$ cat config.mk
export PLATFORM = sky130hd
export DESIGN_NAME = name_table_insert_delete_search_unit
export DESIGN_NICKNAME = d
export VERILOG_FILES = /design/src/ntd_pkg.sv /design/src/ntd_cell.sv /design/src/name_table_insert_delete_search_unit.sv
export SDC_FILE = /design/constraint.sdc
export NUM_CORES = 2
export LEC_CHECK = 0
export BUFFER_PORTS_ARGS = -buffer_cell sky130_fd_sc_hd__clkbuf_2
export CORE_MARGIN = 3
export CORE_UTILIZATION = 25
export DETAILED_ROUTE_END_ITERATION = 12
export SETUP_SLACK_MARGIN = 0.3
export SLEW_MARGIN = 20
export SYNTH_ARGS = -nofsm -noshare
export SYNTH_HDL_FRONTEND = slang
export SYNTH_HIERARCHICAL = 1
export SYNTH_SLANG_ARGS = --single-unit
$ cat constraint.sdc
create_clock -name clk -period 19.4 [get_ports clk]
set_input_delay 3.88 -clock clk [delete_from_list [all_inputs] [get_ports clk]]
set_output_delay 3.88 -clock clk [all_outputs]
set_load 0.005 [all_outputs]
$ cat src/ntd_pkg.sv
package ntd_pkg;

  localparam int unsigned NAME_W          = 64;
  localparam int unsigned SLOT_W          = 4;
  localparam int unsigned DEF_MAX_ENTRIES = 16;
  localparam int unsigned MAX_RESULTS     = 16;

  localparam logic [1:0] REQ_CREATE = 2'd0;
  localparam logic [1:0] REQ_DELETE = 2'd1;
  localparam logic [1:0] REQ_SEARCH = 2'd2;
  localparam logic [1:0] REQ_LIST   = 2'd3;

  localparam logic [1:0] ST_OK        = 2'd0;
  localparam logic [1:0] ST_NOT_FOUND = 2'd1;
  localparam logic [1:0] ST_FULL      = 2'd2;
  localparam logic [1:0] ST_EMPTY     = 2'd3;

  typedef logic [1:0] cell_op_t;

  localparam cell_op_t OP_HOLD = 2'd0;
  localparam cell_op_t OP_KEY  = 2'd1;
  localparam cell_op_t OP_NEXT = 2'd2;
  localparam cell_op_t OP_HEAD = 2'd3;

  typedef struct packed {
    logic [1:0]        req_type;
    logic [NAME_W-1:0] key_name;
  } req_t;

  typedef struct packed {
    logic [1:0]        status;
    logic [SLOT_W-1:0] slot_index;
    logic [NAME_W-1:0] entry_name;
    logic              last_result;
  } rsp_t;

endpackage

$ cat src/ntd_cell.sv
module ntd_cell (
  input  logic                         clk,
  input  ntd_pkg::cell_op_t            op,
  input  logic [ntd_pkg::NAME_W-1:0]   key,
  input  logic [ntd_pkg::NAME_W-1:0]   next_name,
  input  logic [ntd_pkg::NAME_W-1:0]   head_name,
  output logic [ntd_pkg::NAME_W-1:0]   name,
  output logic                         match
);
  import ntd_pkg::*;

  always_ff @(posedge clk) begin
    case (op)
      OP_KEY:  name <= key;
      OP_NEXT: name <= next_name;
      OP_HEAD: name <= head_name;
      default: name <= name;
    endcase
  end

  assign match = (name == key);

endmodule

$ cat src/name_table_insert_delete_search_unit.sv
// Name table: up to MAX_ENTRIES names of 64 bits held in a row of cells.
// Request channel (req_valid / req_stall / req) carries one beat per request;
// result channel (rsp_valid / rsp_stall / rsp) carries one or more beats back.
// The block handles one request at a time and stalls the request channel
// until the previous request has finished its work.
// Create, delete and search go through these steps in order: latch the
// request, let every cell compare its name against the key, encode the
// first match, then apply the update and load the result register once
// the result channel is free. A list request then walks the table by
// rotating the row of cells one position a cycle through cell 0 unless the
// result channel stalls, one step per stored entry, and leaves the row in
// its original order. At most 16 entries are reported, the last one marked.
// A stall on the result channel freezes the walk while entries remain to be
// reported, and holds the result beat.
// Reset empties the table (fill count zero), drops any pending result and
// holds the request channel stalled while it lasts.
module name_table_insert_delete_search_unit #(
  parameter int unsigned MAX_ENTRIES = ntd_pkg::DEF_MAX_ENTRIES
) (
  input  logic          clk,
  input  logic          rst,
  input  logic          req_valid,
  output logic          req_stall,
  input  ntd_pkg::req_t req,
  output logic          rsp_valid,
  input  logic          rsp_stall,
  output ntd_pkg::rsp_t rsp
);
  import ntd_pkg::*;

  localparam int unsigned CW  = $clog2(MAX_ENTRIES + 1);
  localparam int unsigned IW  = $clog2(MAX_ENTRIES);
  localparam int unsigned LIM = (MAX_ENTRIES < MAX_RESULTS) ? MAX_ENTRIES : MAX_RESULTS;

  localparam logic [2:0] S_IDLE = 3'd0;
  localparam logic [2:0] S_CMP  = 3'd1;
  localparam logic [2:0] S_ENC  = 3'd2;
  localparam logic [2:0] S_DO   = 3'd3;
  localparam logic [2:0] S_LIST = 3'd4;

  logic [2:0]             state;
  logic [1:0]             req_type;
  logic [NAME_W-1:0]      key;
  logic [CW-1:0]          fill;
  logic [CW-1:0]          cnt;
  logic [MAX_ENTRIES-1:0] hit_vec;
  logic                   found;
  logic [IW-1:0]          idx;

  logic [NAME_W-1:0]      names     [MAX_ENTRIES];
  logic [MAX_ENTRIES-1:0] cell_hits;
  cell_op_t               ops       [MAX_ENTRIES];

  logic                   out_free;
  logic                   full;
  logic                   list_emit;
  logic                   list_step;
  logic                   list_last;
  logic                   rsp_load;
  logic [CW-1:0]          cnt_inc;
  logic                   enc_found;
  logic [IW-1:0]          enc_idx;
  logic [IW+SLOT_W-1:0]   idx_ext;
  logic [IW+SLOT_W-1:0]   cnt_ext;
  logic [CW+SLOT_W-1:0]   fill_ext;

  assign req_stall = rst || (state != S_IDLE);
  assign out_free  = !rsp_valid || !rsp_stall;
  assign full      = (fill == CW'(MAX_ENTRIES));
  assign cnt_inc   = cnt + CW'(1);
  assign list_emit = (cnt < CW'(LIM));
  assign list_step = (state == S_LIST) && (!list_emit || out_free);
  assign list_last = (cnt_inc == fill) || (cnt_inc == CW'(LIM));
  assign idx_ext   = {{SLOT_W{1'b0}}, idx};
  assign cnt_ext   = {{SLOT_W{1'b0}}, cnt[IW-1:0]};
  assign fill_ext  = {{SLOT_W{1'b0}}, fill};

  // A beat is loaded when a single-result request finishes or the walk emits one.
  assign rsp_load = ((state == S_DO) && out_free && !(req_type == REQ_LIST && fill != '0)) ||
                    (list_step && list_emit);

  // First match wins: scan from the top so the lowest index is left.
  always_comb begin
    enc_found = 1'b0;
    enc_idx   = '0;
    for (int i = MAX_ENTRIES - 1; i >= 0; i--) begin
      if (hit_vec[i]) begin
        enc_found = 1'b1;
        enc_idx   = IW'(i);
      end
    end
  end

  genvar g;
  generate
    for (g = 0; g < MAX_ENTRIES; g++) begin : g_cell
      localparam logic [CW-1:0] POS  = CW'(g);
      localparam logic [CW-1:0] POS1 = CW'(g + 1);
      logic [NAME_W-1:0] next_name;

      if (g == MAX_ENTRIES - 1) begin : g_tail
        assign next_name = '0;
      end else begin : g_mid
        assign next_name = names[g + 1];
      end

      always_comb begin
        ops[g] = OP_HOLD;
        if (state == S_DO && out_free) begin
          if (req_type == REQ_CREATE && !full && fill == POS) begin
            ops[g] = OP_KEY;
          end else if (req_type == REQ_DELETE && found && POS >= CW'(idx) && POS1 < fill) begin
            ops[g] = OP_NEXT;
          end
        end else if (list_step) begin
          if (POS1 < fill) begin
            ops[g] = OP_NEXT;
          end else if (POS1 == fill) begin
            ops[g] = OP_HEAD;
          end
        end
      end

      ntd_cell u_cell (
        .clk       (clk),
        .op        (ops[g]),
        .key       (key),
        .next_name (next_name),
        .head_name (names[0]),
        .name      (names[g]),
        .match     (cell_hits[g])
      );

      always_ff @(posedge clk) begin
        if (state == S_CMP) begin
          hit_vec[g] <= cell_hits[g] && (POS < fill);
        end
      end
    end
  endgenerate

  always_ff @(posedge clk) begin
    if (state == S_IDLE && req_valid) begin
      req_type <= req.req_type;
      key      <= req.key_name;
    end
    if (state == S_ENC) begin
      found <= enc_found;
      idx   <= enc_idx;
    end
  end

  always_ff @(posedge clk) begin
    if (rst) begin
      state     <= S_IDLE;
      fill      <= '0;
      cnt       <= '0;
      rsp_valid <= 1'b0;
    end else begin
      rsp_valid <= rsp_load || (rsp_valid && rsp_stall);
      case (state)
        S_IDLE: begin
          if (req_valid) begin
            state <= S_CMP;
          end
        end
        S_CMP: begin
          state <= S_ENC;
        end
        S_ENC: begin
          state <= S_DO;
        end
        S_DO: begin
          if (out_free) begin
            rsp.entry_name  <= '0;
            rsp.last_result <= 1'b1;
            case (req_type)
              REQ_CREATE: begin
                state <= S_IDLE;
                if (full) begin
                  rsp.status     <= ST_FULL;
                  rsp.slot_index <= '0;
                end else begin
                  rsp.status     <= ST_OK;
                  rsp.slot_index <= fill_ext[SLOT_W-1:0];
                  fill           <= fill + CW'(1);
                end
              end
              REQ_DELETE, REQ_SEARCH: begin
                state <= S_IDLE;
                if (found) begin
                  rsp.status     <= ST_OK;
                  rsp.slot_index <= idx_ext[SLOT_W-1:0];
                  if (req_type == REQ_DELETE) begin
                    fill <= fill - CW'(1);
                  end
                end else begin
                  rsp.status     <= ST_NOT_FOUND;
                  rsp.slot_index <= '0;
                end
              end
              default: begin
                rsp.status     <= ST_EMPTY;
                rsp.slot_index <= '0;
                if (fill == '0) begin
                  state <= S_IDLE;
                end else begin
                  cnt   <= '0;
                  state <= S_LIST;
                end
              end
            endcase
          end
        end
        S_LIST: begin
          if (list_step) begin
            if (list_emit) begin
              rsp.status      <= ST_OK;
              rsp.slot_index  <= cnt_ext[SLOT_W-1:0];
              rsp.entry_name  <= names[0];
              rsp.last_result <= list_last;
            end
            cnt <= cnt_inc;
            if (cnt_inc == fill) begin
              state <= S_IDLE;
            end
          end
        end
        default: begin
          state <= S_IDLE;
        end
      endcase
    end
  end

endmodule
==> results.json <==
{
  "status": "finished clean",
  "portBuffers": 142,
  "p_int_w": 0.00449,
  "cts_sinks": 1196,
  "crit_slowest_cell": "clkbuf_2",
  "setup_violations": 0,
  "hold_violations": 0,
  "tns_ps": 0,
  "finish.instance_area_um2": 80400,
  "cts_made_buffers": 146,
  "holdWs_ps": 553,
  "insertion_delay_ps": 830,
  "start_util_pct": 25.1,
  "synth_edf_count": 1182,
  "gp_congestion": 0.912,
  "cap_violations": 0,
  "path_buf_inv": 2,
  "leakage_nw": 25.1,
  "cp_slowest_stage_delay_ps": 260,
  "dp.final_hpwl_um": 157000,
  "slew_viol_final": 0,
  "rsz0062_at_grt": "false",
  "worstPathRequired_ps": 15520,
  "ctsHoldBuffers": 0,
  "vias": 50984,
  "yosysUniqueCellTypes": 62,
  "wl_per_cell_um": 22.8,
  "fin_crit_ps": 8370,
  "crit_chain": "clkbuf_2 -> nor2_1 -> nand2_1 -> clkbuf_2",
  "die_w_um": 536,
  "post-cts-setup-buffer-count": 0,
  "synth-seq-cells": 1196,
  "postCtsResizedCells": 0,
  "fmax_mhz": 119,
  "powerDensity_nw_per_um2": 73.7,
  "worst_pin_slew_ps": 1160,
  "tritoncts": "yes",
  "final-seq-area_um2": 35800,
  "viasPerCell": 4.91,
  "grt_max_degree": 129,
  "arrival_ps": 4490,
  "period_share_pct": 43.1,
  "clk_pin_slew_ps": 70,
  "pin_count": 143,
  "grt_pass1_wl_um": 342000,
  "root_buffer": "clkbuf_16",
  "grt_pass1_vias": 49311,
  "start_kind": "input port",
  "crit_type": "in2out",
  "wl_um": 237000,
  "seq_area_frac_synth_pct": 50.9,
  "seqPwrFrac_pct": 48.6,
  "synth_ff_type": "edfxtp_1",
  "std_cell_rows": 194,
  "path_delay_family": "buffers and inverters",
  "drt-initial-drc-count": 4915,
  "drive_above_1_share_pct": 8.90,
  "synthesis.instances": 6391,
  "coreArea_um2": 280000,
  "syn_area_um2": 70300,
  "fin_nets": 6643,
  "multi_input_area_um2": 33400,
  "fp.dieArea_um2": 288000,
  "slew_headroom_pct": 22.6,
  "combinationalPowerShare_pct": 8.0,
  "fin_skew_ps": 98.7,
  "synth-async-reset-ratio_pct": 0,
  "area_delta_synth_final_pct": 14.3,
  "yosysWarnings": 6,
  "antenna_found_initial": 17,
  "cts_buffer_depth": 4,
  "grt_overflow": 0,
  "min_path_type": "reg2reg",
  "ant_nets": 0,
  "place_area_um2": 76000,
  "crit_path_end_kind": "primary output",
  "switching_power_w": 0.00143,
  "nFillCells": 28639,
  "clockPowerShare_pct": 43.3,
  "syn_area_per_cell_um2": 11.0,
  "path_max_fanout": 16,
  "worst_ir_drop_vdd_uv": 63.8,
  "drc": 0,
  "path_common_cell": "clkbuf_2",
  "drt_first_pass_iters": 6,
  "switching_share_pct": 24.2,
  "globalRouteTotalUtil_pct": 15.8,
  "htree_levels": 4,
  "die_y_um": 536
}
-- synth_stat cells, types with 3 or more instances --
library cell,count,area [um^2]
a211oi_1,4,30.0
a21boi_0,4,30.0
a21oi_1,1058,5300
a31oi_1,7,43.8
a32oi_1,7,61.3
and2_1,73,457
buf_1,50,188
buf_2,54,270
buf_4,84,631
clkbuf_1,184,691
dfxtp_1,14,280
edfxtp_1,1182,35500
ha_1,11,138
inv_1,12,45.0
mux2i_1,1024,10200
nand2_1,40,150
nand2b_1,5,31.3
nand3_1,12,60.1
nand4_1,68,425
nor2_1,1068,4010
nor2b_1,11,68.8
nor3_1,12,60.1
nor3b_1,3,22.5
nor4_1,259,1620
nor4_2,16,200
o21a_1,6,45.0
o21ai_0,19,95.1
o22ai_1,3,18.8
o31ai_1,3,22.5
or2_2,18,113
or3_1,4,25.0
xnor2_1,8,70.1
xor2_1,1026,8990
-- kinds of logic after synthesis --
kind of cell	after synthesis	synth area share, %
and+or+nand+nor	1604	10.5
DFF	1196	50.9
AOI/OAI and AO/OA	1137	8.34
xor gates and xnor gates	1034	12.9
muxes	1024	14.6
buffers and inverters	384	2.59
adders and majority gates	11	0.196
other	1	0.00533
-- area by class of cell --
type | count | share of cell area (%)
Clock inverter | 56 | 0.521
Antenna cell | 4 | 0.0125
Multi-Input combinational cell | 4874 | 41.5
Tap cell | 3724 | 5.80
Timing Repair Buffer | 332 | 2.81
Sequential cell | 1196 | 44.5
Clock buffer | 183 | 4.77
Inverter | 12 | 0.0560
-- metal layers --
| layer | wire [um] | part of all wire [%] | GRT usage, % |
|---|---|---|---|
| met1 | 99600 | 42 | 20.6 |
| met2 | 109000 | 46 | 25.8 |
| met4 | 12200 | 5.2 | 7.45 |
| met3 | 15400 | 6.5 | 2.47 |
| met5 | 27 | 0.011 | 0 |
-- cell usage in the layout (no fill, tap or decap), types with 12 or more instances in the layout --
cell / instances
clkinv_1: 27
or2_4: 16
nand4_1: 68
conb_1: 64
edfxtp_1: 1182
nor4_1: 258
nor4_2: 17
nand2_1: 40
mux2i_1: 1024
clkbuf_2: 142
xor2_1: 1026
clkbuf_1: 35
nand3_1: 12
a21oi_1: 1048
clkbuf_16: 148
dfxtp_1: 14
buf_4: 179
nor2_1: 1062
o21ai_0: 17
clkinv_2: 15
inv_1: 12
and2_1: 73
-- state kept, by name, summed over array words and instances, names as in the netlist --
register and count:
rsp_valid 1, state 3, key 64, hit_vec 16, rsp 71, req_type 2, g_cell.u_cell/name 1024, fill 5
found 1, cnt 5, idx 4
-- worst min-delay path, cell delays in order, from the launching register on --
cell and delay (ps):
dfxtp_1 370, nand2_1 80, a21oi_1 60
-- final timing paths --
| check | startpoint | endpoint | slack (ps) | cells past startpoint |
|---|---|---|---|---|
| min | cnt[1] | cnt[1] | 550 | 2 |
| min reg2reg | cnt[1] | cnt[1] | 550 | 2 |
| max reg2reg | fill[0] | g_cell[2].u_cell/name[18] | 14150 | 9 |
| max | rst | req_stall | 11030 | 4 |
-- power by group through the flow --
stage / combinational, W / clock [W] / sequential [W]
3_5_place_dp: 0.000472 / 0 / 0.00293
6_report: 0.000476 / 0.00256 / 0.00288
4_1_cts: 0.000473 / 0.00262 / 0.00288
5_1_grt: 0.000525 / 0.00272 / 0.00288
3_3_place_gp: 0.000459 / 0 / 0.00293
2_1_floorplan: 0.000246 / 0 / 0.00301
-- stage by stage --
stage          setup WS, ps  std cells  total power, W  util [%]
3_3_place_gp          10950      10130         0.00339      27.2
6_report              11030      10381         0.00592      28.7
4_1_cts               11040      10372         0.00597      28.7
3_5_place_dp          11040      10133         0.00341      27.2
2_1_floorplan          8150       6454         0.00326         -
5_1_grt               10990      10378         0.00612      28.7
No activity file was read; power rests on OpenSTA's default activity.
